--- config.mk ---
export PLATFORM = sky130hd
export DESIGN_NAME = bwf_ram
export DESIGN_NICKNAME = d
export VERILOG_FILES = /design/src/rtl/core/bwf_ram.sv
export SDC_FILE = /design/constraint.sdc
export NUM_CORES = 2
export LEC_CHECK = 0
export CAP_MARGIN = 5
export CORE_AREA = 8 8 659 661
export CTS_CLUSTER_DIAMETER = 200
export DETAILED_ROUTE_END_ITERATION = 12
export DIE_AREA = 0 0 667 669
export DONT_BUFFER_PORTS = 1
export GPL_ROUTABILITY_DRIVEN = 0
export RECOVER_POWER = 50
export SLEW_MARGIN = 20
export SYNTH_ARGS = -nofsm -noshare
export SYNTH_HDL_FRONTEND = slang
export SYNTH_SLANG_ARGS = --single-unit
--- constraint.sdc ---
create_clock -name clk -period 5.5 [get_ports clk]
set_clock_uncertainty 0.2 [all_clocks]
set_input_delay 1.1 -clock clk [delete_from_list [all_inputs] [get_ports clk]]
set_output_delay 1.1 -clock clk [all_outputs]
set_load 0.005 [all_outputs]
--- src/rtl/core/bwf_ram.sv ---
// Generic simple dual-port RAM with one write port and one registered read port.
`default_nettype none

module bwf_ram #(
	parameter int WIDTH = 2,
	parameter int DEPTH = 2048
) (
	input  wire logic                     clk,
	input  wire logic                     we,
	input  wire logic [$clog2(DEPTH)-1:0] waddr,
	input  wire logic [WIDTH-1:0]         wdata,
	input  wire logic                     re,
	input  wire logic [$clog2(DEPTH)-1:0] raddr,
	output      logic [WIDTH-1:0]         rdata
);

	logic [WIDTH-1:0] mem_q [DEPTH];

	always_ff @(posedge clk) begin
		if (we) begin
			mem_q[waddr] <= wdata;
		end
		if (re) begin
			rdata <= mem_q[raddr];
		end
	end

endmodule

`default_nettype wire

==> impl_results.md <==
* Status: finished with violations
* Failing checks: max-capacitance violations, max-slew violations, negative setup slack
* Yosys reg bits at 4098
* Worst R2R Path Depth at 9
* Final Util at 0.448
* R2r setup slk at between 1.5 and 2 ns
* Hold Slack at 0.0593 ns
* Sequential area share after synthesis at 0.729
* Crit Path Max Fanout at 62
* Synth warn at 0
* Synth cell types at 80
* Post-synth top cells: edfxtp_1, nor2_1, mux2i_1, mux4_2, clkbuf_1
* Longest Clk Path Bufs at 4
* Fmax at 0.181 GHz
* Crit Path Class: input pin to flip-flop
* Die height at 669 um
* Largest area contributor in the netlist: edfxtp_1
* Met3 usage at 0.0470
* CTS tree: done
* Routed wire length per instance at 32.1 um
* Vias in the first global route at 99000
* Fin nets at just over 10000
* H-tree lvl count at 5
* Worst EP arrival at 5.90 ns
* Fraction of registers with async set/reset at 0
* Clk_lat worst skew at 1.00 ns
* Initial Util at 0.398
* Slew @ Worst Pin at 4.73 ns
* Period minus WS final at 5.52 ns
* Buffers on Ports at 0
* CORE AREA at about 420000 sq um
* Chip width at between 600 and 700 um
* Largest net degree at the start of global routing at 638
* Pwr Density at ~340 nW/um^2
* Avg Cell Area, Syn at 16.6 sq um
* Number of max-slew violations in the final report at between 1500 and 2000
* Share of post-route cells with drive strength above 1 at 0.171
* Count leader, synth: edfxtp_1
* Setup crit start kind: input pin
* Worst-path clk slew at 0.06 ns
* Worst slew margin at -2.16
* DRC Markers at 0
* Reg-to-Reg End: rdata[0]$_DFFE_PP_
* Synth Instances at 10200
* I/O Pins at 29
* Final Hold Vio Count at 0
* Static Leak at 58.7 nW
* Vias per cell at 6.04
* Post-synth top area share at 0.729
* Total of max-cap violations at 33
* Worst min path class: input pin to flip-flop
* Post-synth top flop: edfxtp_1
* Worst r2r src: mem_q[1536][0]$_DFFE_PP_
* Total vias in the final route at roughly 100000
* Num CTS Buffers at 411
* Worst setup endpoint: mem_q[773][1]$_DFFE_PP_
* Final setup viols at 7
* Top Usage Layer GRT: met2
* Fin crit share at 1.00
* GRT Util Overall at 0.226
* Cell Rows at 240
* Worst Setup SP: waddr[0]
* Worst EP required at 5.88 ns
* TritonRoute pass-1 iters at 6
* Root buf cell: clkbuf_16
* CP Capture Type: flip-flop
* Syn Std Cell Area at 169000 sq um
* Post-CTS Setup Bufs at 0
* ANT nets after route at 0
* CTS sink cnt at 4098
* Initial antenna violation count at 31
* Final HPWL DP at 291000 um
* First-pass GRT wire length at around 730000 um
* GRT met2 Usage at 0.359
* Peak supply drop at 0.000282 V
* DR iter-0 viols at 13600
* Die area at 446000 sq um
* Number of synthesized flops with an enable pin at 4098
* Ranking of synthesized cells by area: edfxtp_1, mux4_2, nor2_1
* Met1 usage at 0.306
* Setup WS post-layout at -0.0196 ns
* Post-Synthesis Net Count at 10200
* Grt ovf at 0
* RSZ-0062 raised after global routing: yes
* WL final at 524000 um
* Synth-to-layout area growth at 12.6%
==> layout by cell type (no fill, tap or decap), types with 28 or more instances in the layout <==
cell	Yosys	routed
o21ai_0	123	122
nand2_1	228	210
a211oi_1	63	63
clkinv_2	0	65
buf_12	15	44
mux4_2	612	612
nor4_1	61	59
nor2_1	2181	2178
o221ai_1	251	251
clkbuf_1	446	115
nor3_1	163	153
buf_16	0	28
buf_4	27	402
edfxtp_1	4098	4098
nand3_1	81	57
clkbuf_16	0	419
a21oi_1	149	148
clkinv_1	2	92
bufinv_16	0	38
o22ai_1	178	178
mux2i_1	798	798
==> metrics by stage <==
step                      area [sq um]  total power (W)  setup TNS, ns  cells  worst slack [ns]
after global placement          176000           0.0379          -3.66  15500             -2.09
after CTS                       190000           0.0653              0  16300            0.0117
after global routing            190000           0.0667         -0.832  16300           -0.0316
final                           190000           0.0652        -0.0759  16300           -0.0196
after floorplan                 169000           0.0368              0  10200              1.72
after detailed placement        177000           0.0380          -4.28  15500             -2.26
==> cell families (layout without fill, tap and decap cells) <==
kind of cell / count (synthesis) / count (layout) / synth area share
and+or+nand+nor: 2850 / 2850 / 0.0687
AOI/OAI and AO/OA: 910 / 910 / 0.0378
buffers and inverters: 857 / 1302 / 0.0300
muxes: 1459 / 1459 / 0.135
other: 0 / 24 / 0
DFF: 4098 / 4098 / 0.729
==> flip-flops by register name (all words and copies together) (netlist names) <==
name and count:
mem_q 4096, rdata 2
==> critical path, stage by stage <==
cell and delay [ns]:
nor2b_1 0.38, clkbuf_1 1.12, nand3_4 0.08, clkbuf_2 2.09, nor2_1 0.88
==> report_power, final <==
| part | internal (W) | switching [W] |
|---|---|---|
| Sequential | 0.0344 | 0.0000130 |
| Clock | 0.0156 | 0.0120 |
| Combinational | 0.00107 | 0.00210 |
| Total | 0.0511 | 0.0142 |
==> routing by layer <==
layer	wire length, um	share of wire
met4	23800	0.046
met2	243000	0.46
met1	199000	0.38
met5	66	0.00013
met3	57800	0.11
==> what timing repair did <==
| action | in CTS | in global routing |
|---|---|---|
| resized for setup | 1 | 10 |
| pin swaps | 0 | 1 |
| gates cloned | 11 | 6 |
| setup endpoints to repair | 2 | 2 |
| hold buffers | 1 | 0 |
| hold endpoints to repair | 2 | 0 |
==> worst min path at each step <==
| stage | startpoint | cells past startpoint | to | slack (ns) |
|---|---|---|---|---|
| final | wdata[1] | 0 | mem_q[913][1]$_DFFE_PP_ | 0.06 |
| after global routing | wdata[1] | 0 | mem_q[916][1]$_DFFE_PP_ | 0.03 |
| after CTS | wdata[1] | 0 | mem_q[1308][1]$_DFFE_PP_ | 0.001 |
| after detailed placement | mem_q[380][1]$_DFFE_PP_ | 6 | rdata[1]$_DFFE_PP_ | 0.99 |
| after global placement | mem_q[380][1]$_DFFE_PP_ | 6 | rdata[1]$_DFFE_PP_ | 1.01 |
| after floorplan | mem_q[608][1]$_DFFE_PP_ | 8 | rdata[1]$_DFFE_PP_ | 0.82 |
==> cell type report <==
type | instances | area, sq um
Antenna cell | 24 | 60.1
Tap cell | 5687 | 7120
Fill cell | 36700 | 234000
Clock buffer | 497 | 10700
Clock inverter | 246 | 2500
Inverter | 4 | 27.5
Multi-Input combinational cell | 5219 | 41200
Sequential cell | 4098 | 123000
Timing Repair Buffer | 555 | 5530
No activity file was read; power rests on OpenSTA's default activity.
